===== src/hw/rtl/format_string_integer_printer_assert.svh =====
// Assertion macros for the integer printf formatter.
// Used by the top level only; needs clk and rst_n in scope.
`ifndef FORMAT_STRING_INTEGER_PRINTER_ASSERT_SVH
`define FORMAT_STRING_INTEGER_PRINTER_ASSERT_SVH

// Concurrent check clocked on clk, disabled in reset.
`define FSIP_ASSERT(lbl, prop, msg) \
  lbl: assert property (@(posedge clk) disable iff (!rst_n) (prop)) else $error(msg);

// Same check, also active during reset.
`define FSIP_ASSERT_ALWAYS(lbl, prop, msg) \
  lbl: assert property (@(posedge clk) (prop)) else $error(msg);

`endif


===== src/hw/rtl/fsip_pkg.sv =====
// Shared types and constants of the integer printf formatter.
// No dependencies.
`default_nettype none
package fsip_pkg;

  localparam int unsigned MAX_FIELD_WIDTH = 62;
  localparam int unsigned FW_W = 6;

  localparam logic [7:0] CH_PCT   = 8'h25;
  localparam logic [7:0] CH_HASH  = 8'h23;
  localparam logic [7:0] CH_PLUS  = 8'h2b;
  localparam logic [7:0] CH_MINUS = 8'h2d;
  localparam logic [7:0] CH_ZERO  = 8'h30;
  localparam logic [7:0] CH_ONE   = 8'h31;
  localparam logic [7:0] CH_NINE  = 8'h39;
  localparam logic [7:0] CH_SPACE = 8'h20;
  localparam logic [7:0] CH_LC_A  = 8'h61;
  localparam logic [7:0] CH_UC_A  = 8'h41;
  localparam logic [7:0] CH_LC_X  = 8'h78;
  localparam logic [7:0] CH_UC_X  = 8'h58;
  localparam logic [7:0] CH_LC_D  = 8'h64;
  localparam logic [7:0] CH_LC_I  = 8'h69;
  localparam logic [7:0] CH_LC_U  = 8'h75;
  localparam logic [7:0] CH_LC_P  = 8'h70;
  localparam logic [7:0] CH_LC_O  = 8'h6f;
  localparam logic [7:0] CH_LC_C  = 8'h63;
  localparam logic [7:0] CH_LC_H  = 8'h68;
  localparam logic [7:0] CH_LC_L  = 8'h6c;

  localparam logic [1:0] SIZE_CHAR  = 2'd0;
  localparam logic [1:0] SIZE_SHORT = 2'd1;
  localparam logic [1:0] SIZE_INT   = 2'd2;
  localparam logic [1:0] SIZE_LONG  = 2'd3;

  typedef enum logic [2:0] {
    KIND_NOP = 3'd0,
    KIND_LIT = 3'd1,
    KIND_DEC = 3'd2,
    KIND_HEX = 3'd3,
    KIND_OCT = 3'd4
  } kind_t;

  typedef struct packed {
    logic            restart;
    kind_t           kind;
    logic [31:0]     value;
    logic [1:0]      pfx_n;
    logic [7:0]      sgn_c;
    logic            upper;
    logic            left;
    logic            zpad;
    logic [FW_W-1:0] width;
  } job_t;

endpackage
`default_nettype wire


===== src/hw/rtl/fsip_front.sv =====
// Front end: directive parser, turns format bytes into output jobs.
// Depends on fsip_pkg.
`default_nettype none
module fsip_front import fsip_pkg::*; (
  input  wire logic        clk,
  input  wire logic        rst_n,
  input  wire logic        in_valid,
  output logic             in_ready,
  input  wire logic [7:0]  in_format_char,
  input  wire logic [31:0] in_argument,
  input  wire logic        in_start_req,
  output logic             push,
  output job_t             push_job,
  input  wire logic        push_ready
);

  logic dir_r, zp_r, lj_r, ps_r, alt_r, ws_r;
  logic dir_nxt, zp_nxt, lj_nxt, ps_nxt, alt_nxt, ws_nxt;
  logic [1:0] sz_r, sz_nxt;
  logic [FW_W-1:0] fw_r, fw_nxt;

  logic dir_e, zp_e, lj_e, ps_e, alt_e, ws_e;
  logic [1:0] sz_e;
  logic [FW_W-1:0] fw_e;
  logic [9:0] wsum;
  logic [31:0] mv;
  logic neg;
  logic emit_job;
  logic [7:0] c;
  logic acc;

  assign in_ready = push_ready;
  assign acc = in_valid & in_ready;
  assign c = in_format_char;

  always_comb begin
    dir_e = in_start_req ? 1'b0 : dir_r;
    zp_e  = in_start_req ? 1'b0 : zp_r;
    lj_e  = in_start_req ? 1'b0 : lj_r;
    ps_e  = in_start_req ? 1'b0 : ps_r;
    alt_e = in_start_req ? 1'b0 : alt_r;
    ws_e  = in_start_req ? 1'b0 : ws_r;
    sz_e  = in_start_req ? SIZE_INT : sz_r;
    fw_e  = in_start_req ? '0 : fw_r;

    dir_nxt = dir_e; zp_nxt = zp_e; lj_nxt = lj_e; ps_nxt = ps_e;
    alt_nxt = alt_e; ws_nxt = ws_e; sz_nxt = sz_e; fw_nxt = fw_e;

    unique case (sz_e)
      SIZE_CHAR:  mv = {24'h0, in_argument[7:0]};
      SIZE_SHORT: mv = {16'h0, in_argument[15:0]};
      default:    mv = in_argument;
    endcase
    neg = ((sz_e == SIZE_CHAR) && mv[7]) || ((sz_e == SIZE_SHORT) && mv[15]) ||
          ((sz_e == SIZE_INT) && mv[31]);

    wsum = 10'({4'b0, fw_e} * 10'd10) + 10'(c[3:0]);

    emit_job = 1'b0;
    push_job = '0;
    push_job.restart = in_start_req;
    push_job.kind = KIND_NOP;
    push_job.left = lj_e;
    push_job.zpad = zp_e;
    push_job.width = fw_e;

    if (!dir_e) begin
      if (c == CH_PCT) begin
        dir_nxt = 1'b1; zp_nxt = 1'b0; lj_nxt = 1'b0; ps_nxt = 1'b0;
        alt_nxt = 1'b0; ws_nxt = 1'b0; sz_nxt = SIZE_INT; fw_nxt = '0;
      end else begin
        emit_job = 1'b1;
        push_job.kind = KIND_LIT;
        push_job.value = {24'h0, c};
        push_job.width = '0;
      end
    end else if (c >= CH_ONE && c <= CH_NINE) begin
      fw_nxt = (wsum > 10'(MAX_FIELD_WIDTH)) ? FW_W'(MAX_FIELD_WIDTH) : FW_W'(wsum);
      ws_nxt = 1'b1;
    end else begin
      unique case (c)
        CH_PCT: begin
          emit_job = 1'b1; dir_nxt = 1'b0;
          push_job.kind = KIND_LIT; push_job.value = {24'h0, CH_PCT}; push_job.width = '0;
        end
        CH_HASH:  alt_nxt = 1'b1;
        CH_PLUS:  ps_nxt = 1'b1;
        CH_ZERO: begin
          if (!ws_e) begin
            zp_nxt = 1'b1; ws_nxt = 1'b1;
          end else begin
            fw_nxt = (wsum > 10'(MAX_FIELD_WIDTH)) ? FW_W'(MAX_FIELD_WIDTH) : FW_W'(wsum);
          end
        end
        CH_MINUS: begin
          zp_nxt = 1'b0; lj_nxt = 1'b1;
        end
        CH_LC_H: if (sz_e != SIZE_CHAR) sz_nxt = sz_e - 2'd1;
        CH_LC_L: sz_nxt = (sz_e < SIZE_INT) ? SIZE_INT : SIZE_LONG;
        CH_LC_D, CH_LC_I: begin
          emit_job = 1'b1; dir_nxt = 1'b0;
          push_job.kind = KIND_DEC;
          if (neg) begin
            push_job.value = (sz_e == SIZE_CHAR) ? 32'(0) - (mv | 32'hffffff00) :
                             (sz_e == SIZE_SHORT) ? 32'(0) - (mv | 32'hffff0000) :
                             32'(0) - mv;
            push_job.pfx_n = 2'd1; push_job.sgn_c = CH_MINUS;
          end else begin
            push_job.value = mv;
            push_job.pfx_n = ps_e ? 2'd1 : 2'd0; push_job.sgn_c = CH_PLUS;
          end
        end
        CH_LC_U: begin
          emit_job = 1'b1; dir_nxt = 1'b0;
          push_job.kind = KIND_DEC; push_job.value = mv;
        end
        CH_LC_X, CH_UC_X, CH_LC_P: begin
          emit_job = 1'b1; dir_nxt = 1'b0;
          if (c == CH_LC_P) alt_nxt = 1'b1;
          push_job.kind = KIND_HEX; push_job.value = mv;
          push_job.upper = (c == CH_UC_X);
          push_job.pfx_n = (alt_e || c == CH_LC_P) ? 2'd2 : 2'd0;
        end
        CH_LC_O: begin
          emit_job = 1'b1; dir_nxt = 1'b0;
          push_job.kind = KIND_OCT; push_job.value = in_argument; push_job.width = '0;
        end
        CH_LC_C: begin
          emit_job = 1'b1; dir_nxt = 1'b0;
          push_job.kind = KIND_LIT; push_job.value = {24'h0, in_argument[7:0]};
          push_job.width = '0;
        end
        default: ;
      endcase
    end
    push = acc & (emit_job | in_start_req);
  end

  always_ff @(posedge clk) begin
    if (!rst_n) begin
      dir_r <= 1'b0; zp_r <= 1'b0; lj_r <= 1'b0; ps_r <= 1'b0;
      alt_r <= 1'b0; ws_r <= 1'b0; sz_r <= SIZE_INT; fw_r <= '0;
    end else if (acc) begin
      dir_r <= dir_nxt; zp_r <= zp_nxt; lj_r <= lj_nxt; ps_r <= ps_nxt;
      alt_r <= alt_nxt; ws_r <= ws_nxt; sz_r <= sz_nxt; fw_r <= fw_nxt;
    end
  end

endmodule
`default_nettype wire


===== config.mk =====
export PLATFORM = sky130hd
export DESIGN_NAME = fsip_front
export DESIGN_NICKNAME = d
export VERILOG_FILES = /design/src/hw/rtl/format_string_integer_printer_assert.svh /design/src/hw/rtl/fsip_pkg.sv /design/src/hw/rtl/fsip_front.sv
export SDC_FILE = /design/constraint.sdc
export NUM_CORES = 1
export LEC_CHECK = 0
export ABC_AREA = 0
export BUFFER_PORTS_ARGS = -buffer_cell sky130_fd_sc_hd__buf_4
export CORE_MARGIN = 8
export CORE_UTILIZATION = 35
export DETAILED_ROUTE_END_ITERATION = 8
export HOLD_SLACK_MARGIN = 0.03
export PLACE_DENSITY = 0.6
export SYNTH_ARGS = -nofsm -noshare
export SYNTH_HDL_FRONTEND = slang
export SYNTH_SLANG_ARGS = --single-unit

===== constraint.sdc =====
create_clock -name clk -period 3.1 [get_ports clk]
set_input_delay 0.62 -clock clk [delete_from_list [all_inputs] [get_ports clk]]
set_output_delay 0.62 -clock clk [all_outputs]
set_load 0.005 [all_outputs]

==> impl_metrics.py <==
metrics = {
    "cts": {
        "insertion_delay_ps": 260,
        "path_clk_slew_ps": 60,
        "root_buffer": "clkbuf_8",
        "cts_max_path_buffers": 2,
        "cts_tree": "yes",
        "clock_sinks": 14,
        "htree_num_levels": 1,
        "cts_made_buffers": 3,
    },
    "worst_setup_path": {
        "max_stage_delay_ps": 430,
        "cp_common_cell": "buf_4",
        "slowest_stage": "or3b_4",
        "path_cells": "buf_8 -> or3b_4 -> a211o_1 -> buf_4 -> nor2_2 -> o21ai_0 -> a31oi_1 -> buf_4",
        "reg2reg_slack_ps": 370,
        "required_ps": 2480,
        "startpoint_type": "primary input",
        "cp-end-kind": "primary output",
        "crit_type": "in -> out",
        "critPathArrivalTime_ps": 2470,
        "crit_fanout": 11,
    },
    "synth": {
        "synth_seq_cells": 14,
        "synth_top_cell_by_area": "dfxtp_1",
        "ys.flop_type": "dfxtp_1",
        "synth_area_leaders": "dfxtp_1 (8.8%), a21oi_1 (7.1%), nor2_1 (6.3%), nand2_1 (5.9%), o21ai_1 (3.8%)",
        "yosysWarningCount": 0,
        "synth_top_area_share_pct": 8.819,
        "seq_area_frac_synth_pct": 8.819,
        "synthCells": 489,
        "synth_edf_count": 0,
        "yosys-top-cells-count": "nor2_1 (53), nand2_1 (50), a21oi_1 (45)",
        "postSynthAreaPerCell_sq_um": 6.499,
        "yosysMostFrequentCell": "nor2_1",
        "ys_async_sr_fraction_pct": 0,
        "synth.distinct_cells": 76,
        "netlist_area_sq_um": 3178,
    },
    "route": {
        "drt-vias-per-instance": 5.933,
        "antenna_left": 0,
        "dr.pass1.iters": 4,
        "wl_per_cell_um": 18.63,
        "drt-total-wl_um": 13650,
        "dr_total_vias": 4349,
        "drcViolationCount": 0,
        "drtIter0Drc": 273,
    },
    "worst_hold_path": {
        "hold_class": "reg -> reg",
    },
    "floorplanning": {
        "coreArea_sq_um": 8763,
        "io_pins": 102,
        "num_rows": 34,
        "die_x_um": 111.3,
        "die_area_sq_um": 12390,
        "die_h_um": 111.3,
        "start_util_pct": 36.26,
    },
    "timing": {
        "clock_skew_ps": 1.111,
        "worstMarginPinSlew_ps": 602.8,
        "fin_crit_sh_pct": 99.53,
        "whs_ps": 463.9,
        "rsz0062_at_grt": "yes",
        "setup_viol": 0,
        "slew_viol_final": 0,
        "fmax_ghz": 0.3241,
        "hold_viol": 0,
        "slew_headroom_pct": 59.67,
        "finalCriticalPeriod_ps": 3086,
    },
    "run_status": {
        "status": "completed",
    },
    "cells_and_area": {
        "fill_cells": 894,
        "final_core_util_pct": 53.08,
        "fin_nets": 681,
        "area_growth_pct": 46.38,
        "num_antenna_cells": 0,
        "drive_above_1_share_pct": 35.68,
        "finalNonFillerCells": 733,
    },
    "place": {
        "place_inst": 724,
        "gp_congestion": 0.9330,
        "port_buffers": 98,
        "hpwlAfterDp_um": 10950,
    },
    "global_routing": {
        "grt_antenna_before_repair": 0,
        "track_usage_pct": 20.13,
        "grt_pass1_wl_um": 21360,
        "grt_max_degree": 19,
        "globalRouteOverflowTotal": 0,
        "first_global_vias": 4121,
    },
    "power_and_ir_drop": {
        "powerDensity_nw_per_um2": 139.6,
        "leakage_nw": 1.863,
        "peakVddDrop_v": 0.0002068,
    },
    "run": {
        "cap_viol_max_count": 0,
    },
}
[placed cells by master, fill, tap and decap left out, drive strengths merged, types with 7 or more instances in the layout]
cell type / count
ha: 8
and2: 7
a311oi: 9
nor3: 20
nor2b: 12
a31oi: 12
buf: 169
nor4: 9
nand3: 12
inv: 17
nor3b: 8
or3: 9
xnor2: 9
a211oi: 10
or4: 8
a21o: 11
o21ai: 45
nor2: 54
nand2: 53
dfxtp: 14
a21oi: 45
[critical path: cells and delay by family]
kind / cells / cell delay (ps)
simple gates: 2 / 600
compound gates: 3 / 760
buf+inv: 3 / 480
[repair_timing]
action                                  4_1_cts  5_1_grt
cloned                                        0        1
resized for setup                             5       42
hold buffers                                  0        0
endpoints found under the setup margin        3       28
buffers inserted                              0        4
pin swaps                                     0       15
[sequential cells by signal (all words and copies together) (netlist names)]
register / count
dir_r: 1
lj_r: 1
ps_r: 1
fw_r: 6
alt_r: 1
ws_r: 1
sz_r: 2
zp_r: 1
[metrics by stage]
stage / TNS (ps) / power [mW] / instance area, sq um / worst slack, ps
2_1_floorplan: 0 / 0.3082 / 3186 / 91.62
3_3_place_gp: -29.63 / 0.4413 / 4342 / -29.63
3_5_place_dp: -96.83 / 0.4437 / 4342 / -48.96
4_1_cts: 0 / 0.6357 / 4417 / 7.480
5_1_grt: -346.3 / 0.6800 / 4652 / -79.78
6_report: 0 / 0.6494 / 4652 / 14.47
[cell type report]
class / count / area (sq um) / share of cell area [%]
Multi-Input combinational cell: 420 / 2788 / 59.92
Timing Repair Buffer: 169 / 1325 / 28.48
Sequential cell: 14 / 281.5 / 6.052
Tap cell: 108 / 135.1 / 2.905
Inverter: 18 / 67.56 / 1.452
Clock buffer: 4 / 55.05 / 1.183
[path summary, 6_finish.rpt]
kind                     startpoint            to  cells past startpoint
hold reg to reg                ps_r          ps_r                      2
setup reg to reg            fw_r[0]       fw_r[2]                     11
hold / removal                 ps_r          ps_r                      2
setup / recovery  in_format_char[0]  push_job[27]                      8
[metal layers]
metal  up-vias  part of all wire [%]  global-route usage, %  wire (um)
met5         -                     0                      0          0
met3        15                   6.5                  2.868        881
met4         0                   1.3                  4.889        184
met2       192                    48                  35.05       6578
met1      2042                    44                  25.21       6008
li1       2100                     -                      -          -
[where the power goes]
group	total (mW)	internal [mW]	switching, mW
combinational	0.277	0.124	0.152
sequential	0.182	0.181	0.00140
clock	0.191	0.113	0.0779
[cells by family (layout without fill, tap and decap cells)]
| family | Yosys count | after routing | synth area share [%] |
|---|---|---|---|
| adder cells (fa/ha/maj) | 10 | 10 | 4.410 |
| buffers and inverters | 58 | 191 | 9.370 |
| AO/OA/AOI/OAI | 177 | 177 | 37.21 |
| AND/OR/NAND/NOR | 216 | 217 | 36.42 |
| multiplexers | 2 | 2 | 0.6299 |
| XOR/XNOR | 11 | 11 | 3.032 |
| other | 1 | 3 | 0.1180 |
| flip-flops | 14 | 14 | 8.819 |
Note: power is estimated with default switching activity, not from simulation.
