==> src/hw/rtl/format_string_integer_printer_assert.svh <==
// Assertion macros for the integer printf formatter.
// Used by the top level only; needs clk and rst_n in scope.
`ifndef FORMAT_STRING_INTEGER_PRINTER_ASSERT_SVH
`define FORMAT_STRING_INTEGER_PRINTER_ASSERT_SVH

// Concurrent check clocked on clk, disabled in reset.
`define FSIP_ASSERT(lbl, prop, msg) \
  lbl: assert property (@(posedge clk) disable iff (!rst_n) (prop)) else $error(msg);

// Same check, also active during reset.
`define FSIP_ASSERT_ALWAYS(lbl, prop, msg) \
  lbl: assert property (@(posedge clk) (prop)) else $error(msg);

`endif

==> src/hw/rtl/fsip_pkg.sv <==
// Shared types and constants of the integer printf formatter.
// No dependencies.
`default_nettype none
package fsip_pkg;

  localparam int unsigned MAX_FIELD_WIDTH = 62;
  localparam int unsigned FW_W = 6;

  localparam logic [7:0] CH_PCT   = 8'h25;
  localparam logic [7:0] CH_HASH  = 8'h23;
  localparam logic [7:0] CH_PLUS  = 8'h2b;
  localparam logic [7:0] CH_MINUS = 8'h2d;
  localparam logic [7:0] CH_ZERO  = 8'h30;
  localparam logic [7:0] CH_ONE   = 8'h31;
  localparam logic [7:0] CH_NINE  = 8'h39;
  localparam logic [7:0] CH_SPACE = 8'h20;
  localparam logic [7:0] CH_LC_A  = 8'h61;
  localparam logic [7:0] CH_UC_A  = 8'h41;
  localparam logic [7:0] CH_LC_X  = 8'h78;
  localparam logic [7:0] CH_UC_X  = 8'h58;
  localparam logic [7:0] CH_LC_D  = 8'h64;
  localparam logic [7:0] CH_LC_I  = 8'h69;
  localparam logic [7:0] CH_LC_U  = 8'h75;
  localparam logic [7:0] CH_LC_P  = 8'h70;
  localparam logic [7:0] CH_LC_O  = 8'h6f;
  localparam logic [7:0] CH_LC_C  = 8'h63;
  localparam logic [7:0] CH_LC_H  = 8'h68;
  localparam logic [7:0] CH_LC_L  = 8'h6c;

  localparam logic [1:0] SIZE_CHAR  = 2'd0;
  localparam logic [1:0] SIZE_SHORT = 2'd1;
  localparam logic [1:0] SIZE_INT   = 2'd2;
  localparam logic [1:0] SIZE_LONG  = 2'd3;

  typedef enum logic [2:0] {
    KIND_NOP = 3'd0,
    KIND_LIT = 3'd1,
    KIND_DEC = 3'd2,
    KIND_HEX = 3'd3,
    KIND_OCT = 3'd4
  } kind_t;

  typedef struct packed {
    logic            restart;
    kind_t           kind;
    logic [31:0]     value;
    logic [1:0]      pfx_n;
    logic [7:0]      sgn_c;
    logic            upper;
    logic            left;
    logic            zpad;
    logic [FW_W-1:0] width;
  } job_t;

endpackage
`default_nettype wire

==> src/hw/rtl/fsip_queue.sv <==
// Two-entry job queue between parser and emitter.
// Depends on fsip_pkg.
`default_nettype none
module fsip_queue import fsip_pkg::*; (
  input  wire logic clk,
  input  wire logic rst_n,
  input  wire logic push,
  input  job_t      push_job,
  output logic      push_ready,
  input  wire logic pop,
  output job_t      pop_job,
  output logic      pop_valid
);

  job_t ent_r [2];
  logic wp_r, rp_r;
  logic [1:0] cnt_r, cnt_nxt;

  assign push_ready = (cnt_r != 2'd2);
  assign pop_valid  = (cnt_r != 2'd0);
  assign pop_job    = ent_r[rp_r];

  always_comb begin
    cnt_nxt = cnt_r;
    if (push && !pop) cnt_nxt = cnt_r + 2'd1;
    else if (pop && !push) cnt_nxt = cnt_r - 2'd1;
  end

  always_ff @(posedge clk) begin
    if (push) ent_r[wp_r] <= push_job;
  end

  always_ff @(posedge clk) begin
    if (!rst_n) begin
      wp_r <= 1'b0; rp_r <= 1'b0; cnt_r <= 2'd0;
    end else begin
      if (push) wp_r <= ~wp_r;
      if (pop) rp_r <= ~rp_r;
      cnt_r <= cnt_nxt;
    end
  end

endmodule
`default_nettype wire

==> config.mk <==
export PLATFORM = sky130hd
export DESIGN_NAME = fsip_queue
export DESIGN_NICKNAME = d
export VERILOG_FILES = /design/src/hw/rtl/format_string_integer_printer_assert.svh /design/src/hw/rtl/fsip_pkg.sv /design/src/hw/rtl/fsip_queue.sv
export SDC_FILE = /design/constraint.sdc
export NUM_CORES = 1
export LEC_CHECK = 0
export ABC_CLOCK_PERIOD_IN_PS = 4700
export BUFFER_PORTS_ARGS = -buffer_cell sky130_fd_sc_hd__buf_2
export CORE_UTILIZATION = 51
export DETAILED_ROUTE_END_ITERATION = 8
export GPL_TIMING_DRIVEN = 0
export HOLD_SLACK_MARGIN = 0.02
export MAX_ROUTING_LAYER = met4
export PLACE_DENSITY = 0.78
export SETUP_SLACK_MARGIN = 0.15
export SYNTH_ARGS = -nofsm -noshare
export SYNTH_HDL_FRONTEND = slang
export SYNTH_SLANG_ARGS = --single-unit
==> constraint.sdc <==
create_clock -name clk -period 4.7 [get_ports clk]
set_input_delay 0.235 -clock clk [delete_from_list [all_inputs] [get_ports clk]]
set_output_delay 0.235 -clock clk [all_outputs]
set_load 0.005 [all_outputs]
==> results of run 1 <==
==> worst max-delay path: cells and delay by family (launching register included) <==
family	cells	cell delay, ns
muxes	1	0.35
DFF	1	0.30
buffers and inverters	3	0.51
==> state kept, by name (all words and copies together) (netlist names), named ones only <==
| signal | flops |
|---|---|
| ent_r | 110 |
| rp_r | 1 |
| wp_r | 1 |
| cnt_r | 2 |
==> cells in the mapped netlist <==
cell	number
edfxtp_1	110
mux2_1	55
buf_6	5
dfxtp_1	5
and2_1	4
nor2b_1	2
xor2_1	2
a21boi_1	1
buf_4	1
ha_1	1
inv_1	1
nand2b_1	1
o21a_1	1
o21ai_0	1
or2_1	1
or3_1	1
xnor2_1	1
==> metrics by stage <==
step	cell area, um2	utilization	total power [mW]	setup slack (ns)	instances
2_1_floorplan	4210	-	1.32	1.44	193
3_3_place_gp	4910	0.625	1.42	0.0123	410
3_5_place_dp	4960	0.632	1.43	3.00	412
4_1_cts	6100	0.777	2.71	2.76	498
5_1_grt	6100	0.777	2.78	2.71	498
6_report	6100	0.778	2.70	2.82	499
==> cell usage in the layout, fill, tap and decap left out, drive strengths merged <==
cell / count
ha: 1
xnor2: 1
mux2: 55
xor2: 2
clkbuf: 17
or2: 1
clkinv: 7
edfxtp: 110
o21a: 1
clkinvlp: 2
bufinv: 4
buf: 123
and2: 4
or3: 1
inv: 1
o21ai: 1
diode: 1
nor2b: 2
a21boi: 1
dlygate4sd3: 56
nand2b: 1
dfxtp: 5
==> worst paths after layout <==
| check | from | endpoint | slack [ns] | cells past startpoint |
|---|---|---|---|---|
| hold / removal | push | wp_r | 0.12 | 3 |
| hold reg to reg | cnt_r[1] | cnt_r[1] | 0.52 | 2 |
| setup reg to reg | wp_r | ent_r[1][8] | 3.09 | 2 |
| setup / recovery | register | pop_job[42] | 2.82 | 4 |
==> logic make-up (layout without fill, tap and decap cells) <==
kind of cell / Yosys count / after routing
AO/OA/AOI/OAI: 3 / 3
XOR/XNOR: 3 / 3
adder cells (fa/ha/maj): 1 / 1
buffers and inverters: 7 / 210
flip-flops: 115 / 115
multiplexers: 55 / 55
other: 0 / 1
AND/OR/NAND/NOR: 9 / 9
==> power by group through the flow <==
stage	Clock (mW)	Sequential (mW)	Combinational (mW)
2_1_floorplan	0	1.22	0.105
3_3_place_gp	0	1.22	0.197
4_1_cts	1.27	1.20	0.247
5_1_grt	1.31	1.20	0.269
3_5_place_dp	0	1.22	0.208
6_report	1.25	1.20	0.245
==> routing by layer <==
layer / global-route usage / routed length, um / vias up / share of wire
li1: - / - / 1142 / -
met1: 0.221 / 3030 / 1180 / 0.38
met2: 0.361 / 4430 / 88 / 0.55
met3: 0.0558 / 353 / 20 / 0.044
met4: 0.113 / 212 / 0 / 0.026
met5: - / 0 / - / 0
==> cell type report <==
cell class              count  area [um2]
flip-flops and latches    115        3400
fillers                   481        1750
repair buffers            173        1180
multi-input cells          71         743
clock buffers              17         414
clock inverters            13         168
well taps                 102         128
plain buffers               6        63.8
inverters                   1        3.75
diodes                      1        2.50
==> reports/summary.txt, run 1 <==
outcome - completed
worst slew pin tran - 0.810 ns
syn_area_per_cell - 21.8 um2
Placer Congestion - 0.640
Hold Path Class - primary input to register
post-synthesis sequential area ratio - 0.809
CP arrival - 1.65 ns
IO Port Bufs - 115
Yosys warning total - 0
Sw Share - 0.197
sw power - 0.531 mW
clk_skew - 0.00441 ns
first-pass GRT wire length - 12700 um
power share of the clock group - 0.464
die height - 92.8 um
Synth area leaders - edfxtp_1, mux2_1, dfxtp_1, buf_6, and2_1
setup bufs post-CTS - 0
Leakage - 2.38 nW
final setup fails - 0
multiplexer share of the synthesized area - 0.147
CP Max Fanout - 10
Power Density - 442 nW/um2
vias in the first global route - 2770
FF+latch count, synth - 115
crit share post-route - 0.401
maximum vdd drop - 348 uV
CTS tree - built
Final min period - 1.88 ns
DRC violations left - 0
Clock Sinks - 115
WL/cell - 16.1 um
hold_buf cts - 56
clk_lat worst skew - 0.49 ns
Longest Clk Path Bufs - 2
Mapped Nets - 253
simple-gate share of the synthesized area - 0.0134
initial core utilization - 0.536
nets - 445
mapped cell area - 4210 um2
crit path launch type - register
number of gates resized after cts - 0
die area - 8610 um2
vias post-DR - 2430
Critical-path top delay cell - mux2_1
Core Area - 7850 um2
clock slew at reported path FFs - 0.05 ns
CP Class - register to output port
TritonRoute pass-1 iters - 4
Internal - 2.16 mW
Max-slew headroom - 0.459
Root Driver - clkbuf_8
Ports - 116
power share of the combinational group - 0.091
layout cell share with drive strength beyond 1 - 0.386
pin count of the biggest net entering global routing - 31
WL final - 8030 um
area share of the largest cell type after synthesis - 0.785
initial drt markers - 105
TritonCTS Buffers - 17
HPWL after detailed placement - 4550 um
CP endpoint kind - output port
H-tree depth - 4
Synth area leader - edfxtp_1
Max-cap violations - 0
Final Hold Viols - 0
CP Data Required Time - 4.47 ns
Cells after Synth - 193
gr usage total - 0.210
largest family of logic cells by synthesized area - multiplexers
Synth Area in Compound Gates - 0.00476
Reg power frac - 0.445
cell breakdown of the critical path - buf_4 -> buf_6 -> mux2_1 -> buf_2
initial antenna violation count - 0
Layout area overhead - 45.1%
aggregate global routing overflow - 0
Antenna Nets Post-Route - 0
crit-path max cell delay - 0.35 ns
Synth Area in XOR/XNOR - 0.00625
Setup TNS - 0 ns
post-synthesis adder-cell area fraction - 0.00298
Die Wd - 92.8 um
Yosys cell types - 17
Max Fclk - 531 MHz
hold_ws - 0.121 ns
RSZ-0062 raised after global routing - no
final-report max-slew violation count - 0
FP Rows - 32
drt via density - 4.87
(Power assumes the default switching activity.)
==> run 2: changes to the inputs <==
ABC_AREA = 1   (was unset)
ABC_CLOCK_PERIOD_IN_PS = 1600   (was 4700)
CORE_UTILIZATION = 47   (was 51)
PLACE_DENSITY = 0.75   (was 0.78)
clock period = 1.6 ns   (was 4.7 ns; I/O delays follow)
==> reports/summary.txt, run 2 <==
outcome - complete, but fails checks
failing checks - negative setup slack
maximum vdd drop - 793 uV (+130%)
RSZ-0062 raised after global routing - yes
Longest Clk Path Bufs - 2 (unchanged)
CP arrival - 1.60 ns (-0.05 ns)
wire length on met2 - 5190 um (+17%)
die height - 99.3 um (+7.0%)
Max-slew headroom - 0.728 (+0.269)
pin count of the biggest net entering global routing - 24 (-23%)
Synth area leader - edfxtp_1
register bank with the most flops - ent_r
antenna cells - 0 (-1)
mapped cell area - 4450 um2 (+5.8%)
final core occ - 0.743 (-0.0343)
Yosys warning total - 0 (unchanged)
FF+latch count, synth - 115 (unchanged)
Layout area overhead - 53.6%
sw power - 1.79 mW (+240%)
Synth area leaders - edfxtp_1, mux2_4, buf_12, dfxtp_1, mux2_2
most frequent cells in the layout - edfxtp_1, buf_2, dlygate4sd3_1, buf_6, mux2_4
Placer Congestion - 0.607 (-5.3%)
crit path launch type - register
vias post-DR - 2556 (+5.2%)
CP endpoint kind - output port
WL/cell - 17.4 um (+8.1%)
Metal-1 WL - 3720 um (+23%)
area share of the largest cell type after synthesis - 0.742 (-0.0431)
min-delay src - push_job[44]
Max Fclk - 594 MHz
clk_skew - 0.00718 ns (+0.00277 ns)
crit-path max cell delay - 0.36 ns (about the same)
syn_area_per_cell - 21.6 um2 (-0.87%)
Max-cap violations - 0 (unchanged)
Async SR Flop Fraction - 0 (unchanged)
Yosys cell types - 14 (-3)
Root Driver - clkbuf_8
cell breakdown of the critical path - buf_6 -> buf_16 -> buf_6 -> mux2_2 -> buf_6
CP Class - register to output port
TritonCTS Buffers - 17 (unchanged)
Reg power frac - 0.442 (-0.003)
worst r2r src - wp_r
H-tree depth - 4 (unchanged)
Hold Path Class - primary input to register
final-report max-slew violation count - 0 (unchanged)
metal3 WL - 261 um (-26%)
final setup fails - 51 (+51)
power share of the clock group - 0.427 (-0.037)
Internal - 6.21 mW (+190%)
initial core utilization - 0.484 (-0.0521)
gr usage total - 0.206 (-0.00415)
Core Area - 9200 um2 (+17%)
layout cell share with drive strength beyond 1 - 0.527 (+0.141)
max reg flops - 110 (unchanged)
HPWL after detailed placement - 4620 um (+1.5%)
IO Port Bufs - 115 (unchanged)
count leader, synth - edfxtp_1
hold_ws - 0.308 ns (+0.187 ns)
Final Hold Viols - 0 (unchanged)
Critical-path top delay cell - dfxtp_4
Sw Share - 0.223 (+0.0265)
initial drt markers - 85 (-19%)
Main synth FF type - edfxtp_1
post-synthesis sequential area ratio - 0.765 (-0.0444)
Post-Layout Cell Count - 532 (+6.6%)
WL final - 9260 um (+15%)
Mapped Nets - 266 (+5.1%)
Antenna Nets Post-Route - 0 (unchanged)
Power Density - 1170 nW/um2 (+160%)
Die Wd - 99.3 um (+7.0%)
clk_lat worst skew - 0.49 ns (about the same)
CP Max Fanout - 5 (-5)
CP Data Required Time - 1.52 ns (-2.95 ns)
Max Used Layer - met4
aggregate global routing overflow - 0 (unchanged)
power share of the combinational group - 0.131 (+0.040)
Clock Sinks - 115 (unchanged)
Cells after Synth - 206 (+6.7%)
Leakage - 2.76 nW (+16%)
nets - 468 (+5.2%)
Final min period - 1.68 ns
initial antenna violation count - 0 (unchanged)
CTS tree - built
list of most frequent post-synthesis cells - edfxtp_1, mux2_4, nand2_1
Post-synth EDFFs - 110 (unchanged)
Ports - 116 (unchanged)
TritonRoute pass-1 iters - 4 (unchanged)
DRC violations left - 0 (unchanged)
clock slew at reported path FFs - 0.06 ns (about the same)
crit share post-route - 1.05
cell mode on critical path - buf_6
most common cell after layout, fill and taps aside - edfxtp_1
setup ws final - -0.0822 ns (-2.90 ns)
vias in the first global route - 2784 (+0.51%)
Top Registers - ent_r (110), cnt_r (2)
die area - 9860 um2 (+14%)
first-pass GRT wire length - 14200 um (+12%)
Post-Place Cells - 434 (+5.3%)
FP Rows - 35 (+9.4%)
worst slew pin tran - 0.407 ns (-0.403 ns)
drt via density - 4.80 (-1.3%)
==> run 2: area by class of cell <==
| class | instances | area [um2] |
|---|---|---|
| multi-input combinational | 77 | 930 |
| sequential | 115 | 3410 |
| buffer | 6 | 120 |
| clock buffer | 17 | 414 |
| inverter | 8 | 33.8 |
| timing repair buffer | 180 | 1630 |
| tap | 111 | 139 |
| fill | 515 | 2360 |
| clock inverter | 15 | 134 |
| timing repair inverter | 3 | 22.5 |
==> run 2: through the flow <==
step / power (mW) / setup TNS [ns] / instance area, um2 / worst slack [ns]
after global routing: 8.27 / -7.03 / 6840 / -0.155
after global placement: 4.25 / -48.06 / 5180 / -0.478
after CTS: 8.00 / -4.63 / 6760 / -0.106
after floorplan: 3.99 / 0 / 4460 / 0.0186
after detailed placement: 4.30 / -27.61 / 5230 / -0.503
final: 8.00 / -2.96 / 6840 / -0.0822
==> run 2: metal layers <==
layer,vias to the layer above,global-route usage
met4,0,0.0882
li1,1204,-
met5,-,-
met2,80,0.369
met3,8,0.0513
met1,1264,0.216
==> run 2: what timing repair did <==
item                       4_1_cts  5_1_grt
cloned                           5        0
hold buffers                    58        0
gates resized for setup         57       12
hold endpoints to repair       115        0
pin swaps                        1        0
buffers inserted                 3        0
setup endpoints to repair      133       55
==> run 2: logic make-up after synthesis <==
group	after synthesis	share of synthesized area
AOI/OAI and AO/OA	2	0.00225
adders and majority gates	1	0.00281
buffers and inverters	14	0.0318
DFF	115	0.765
muxes	55	0.181
and+or+nand+nor	19	0.0169
==> run 2: power by group through the flow <==
stage               Sequential [mW]  Clock [mW]  Combinational, mW
finish                         3.53        3.41               1.05
global route                   3.54        3.61               1.11
CTS                            3.53        3.47               1.01
detailed placement             3.59           0              0.707
global placement               3.58           0              0.665
floorplan                      3.58           0              0.410
==> run 2: worst paths after layout <==
| kind | to | slack [ns] | cells after the start |
|---|---|---|---|
| hold reg to reg | rp_r | 0.52 | 2 |
| setup / recovery | pop_job[48] | -0.08 | 5 |
| setup reg to reg | ent_r[1][6] | 0.25 | 2 |
| hold / removal | ent_r[0][44] | 0.31 | 2 |
==> run 2: worst max-delay path: cells and delay by family (launching register included) <==
family,cells,cell delay (ns)
buffers and inverters,4,0.42
DFF,1,0.36
muxes,1,0.32
==> run 3: changes to the inputs <==
ABC_AREA = 0   (was 1)
CORE_UTILIZATION = 46   (was 47)
PLACE_DENSITY = 0.74   (was 0.75)
TNS_END_PERCENT = 10   (was unset)
==> reports/summary.txt, run 3 (synthesized netlist as in run 1, its figures left out) <==
failing checks - design-rule violations, negative setup slack
IO Port Bufs - 115 (unchanged)
HPWL after detailed placement - 4450 um (-3.7%)
maximum vdd drop - 907 uV (+14%)
Max Fclk - 601 MHz (+1.1%)
Place WS - -0.258 ns (+0.245 ns)
vias in the first global route - 2566 (-7.8%)
clk_lat worst skew - 0.48 ns (about the same)
final core occ - 0.691 (-0.0519)
Longest Clk Path Bufs - 2 (unchanged)
CTS tree - built
Max-cap violations - 0 (unchanged)
aggregate global routing overflow - 0 (unchanged)
gr usage total - 0.173 (-0.0335)
most frequent cells in the layout - buf_2, edfxtp_1, dlygate4sd3_1, mux2_1, clkbuf_16
hold_ws - 0.122 ns (-0.187 ns)
CP Class - register to output port
CP endpoint kind - output port
Clock Sinks - 115 (unchanged)
final-report max-slew violation count - 0 (unchanged)
Max-slew headroom - 0.445 (-0.283)
TritonCTS Buffers - 17 (unchanged)
max reg flops - 110 (unchanged)
final setup fails - 64 (+25%)
Power Density - 1210 nW/um2 (+3.5%)
Antenna Nets Post-Route - 0 (unchanged)
worst slew pin tran - 0.831 ns (+0.424 ns)
Core Area - 8810 um2 (-4.2%)
crit share post-route - 1.04 (-0.0117)
initial antenna violation count - 0 (unchanged)
Die Wd - 97.6 um (-1.7%)
antenna cells - 0 (unchanged)
die height - 97.6 um (-1.7%)
initial drt markers - 58 (-32%)
register bank with the most flops - ent_r
nets - 448 (-4.3%)
DRC violations left - 16 (+16)
Hold Path Class - primary input to register
most common cell after layout, fill and taps aside - buf_2
pin count of the biggest net entering global routing - 56 (+130%)
die area - 9530 um2 (-3.4%)
Ports - 116 (unchanged)
CP arrival - 1.58 ns (-0.02 ns)
CP Data Required Time - 1.52 ns (about the same)
vias post-DR - 2384 (-6.7%)
clk_skew - 0.00689 ns (-0.000290 ns)
RSZ-0062 raised after global routing - yes
FP Rows - 34 (-2.9%)
Final Hold Viols - 0 (unchanged)
Final min period - 1.66 ns (-0.0188 ns)
TritonRoute pass-1 iters - 6 (+2)
crit path launch type - register
initial core utilization - 0.478 (-0.00626)
WL final - 7600 um (-18%)
Layout area overhead - 44.8%
Setup TNS - -1.32 ns (+1.64 ns)
first-pass GRT wire length - 12000 um (-16%)
outcome - complete, but fails checks
Top Registers - ent_r (110), cnt_r (2)
CP Max Fanout - 6 (+1)
clock slew at reported path FFs - 0.05 ns (about the same)
layout cell share with drive strength beyond 1 - 0.391 (-0.136)
setup ws final - -0.0634 ns (+0.0188 ns)
Root Driver - clkbuf_8
WL/cell - 15.1 um (-13%)
drt via density - 4.73 (-1.5%)
H-tree depth - 4 (unchanged)
Pwr Total - 7.37 mW (-7.8%)
Placer Congestion - 0.672 (+11%)
Leakage - 2.37 nW (-14%)
-- run 3: worst paths after layout --
path	slack, ns	to	cells after the start	startpoint
max	-0.06	pop_job[49]	5	register
min	0.12	cnt_r[1]	4	push
max reg2reg	-0.01	ent_r[0][15]	2	wp_r
min reg2reg	0.51	cnt_r[1]	2	cnt_r[1]
-- run 3: final cells by class --
class,instances,area (um2)
plain buffers,6,86.3
clock buffers,17,414
clock inverters,10,72.6
fillers,594,2720
inverters,1,3.75
multi-input cells,71,759
flip-flops and latches,115,3410
well taps,108,135
repair buffers,176,1210
-- run 3: metal layers --
| layer | global-route usage | up-vias | share of wire |
|---|---|---|---|
| met3 | 0.0453 | 5 | 0.038 |
| met1 | 0.172 | 1166 | 0.40 |
| met2 | 0.313 | 66 | 0.56 |
| met5 | - | - | 0 |
| li1 | - | 1147 | - |
| met4 | 0.0804 | 0 | 0.010 |
-- run 3: metrics by stage --
stage                     instance area (um2)  std cells
after global placement                   4930        416
after CTS                                6020        502
final                                    6090        504
after detailed placement                 4950        417
after floorplan                          4220        193
after global routing                     6090        504
-- run 3: where the power goes --
part	leakage, nW	switching [mW]	total, mW	internal [mW]
registers	1.07	0.0396	3.52	3.48
clock network	0.241	1.12	3.09	1.97
logic	1.06	0.320	0.755	0.435
-- run 3: timing repair --
| item | in CTS | in global routing |
|---|---|---|
| hold buffers | 58 | 0 |
| setup endpoints to repair | 139 | 159 |
| gates resized for setup | 2 | 16 |
| hold endpoints to repair | 115 | 0 |
| setup buffers | 0 | 2 |
-- run 3: critical path, cell delays in order, from the launching register on --
cell and delay, ns:
dfxtp_2 0.31, buf_8 0.14, buf_6 0.14, buf_6 0.11, mux2_4 0.29, buf_6 0.12
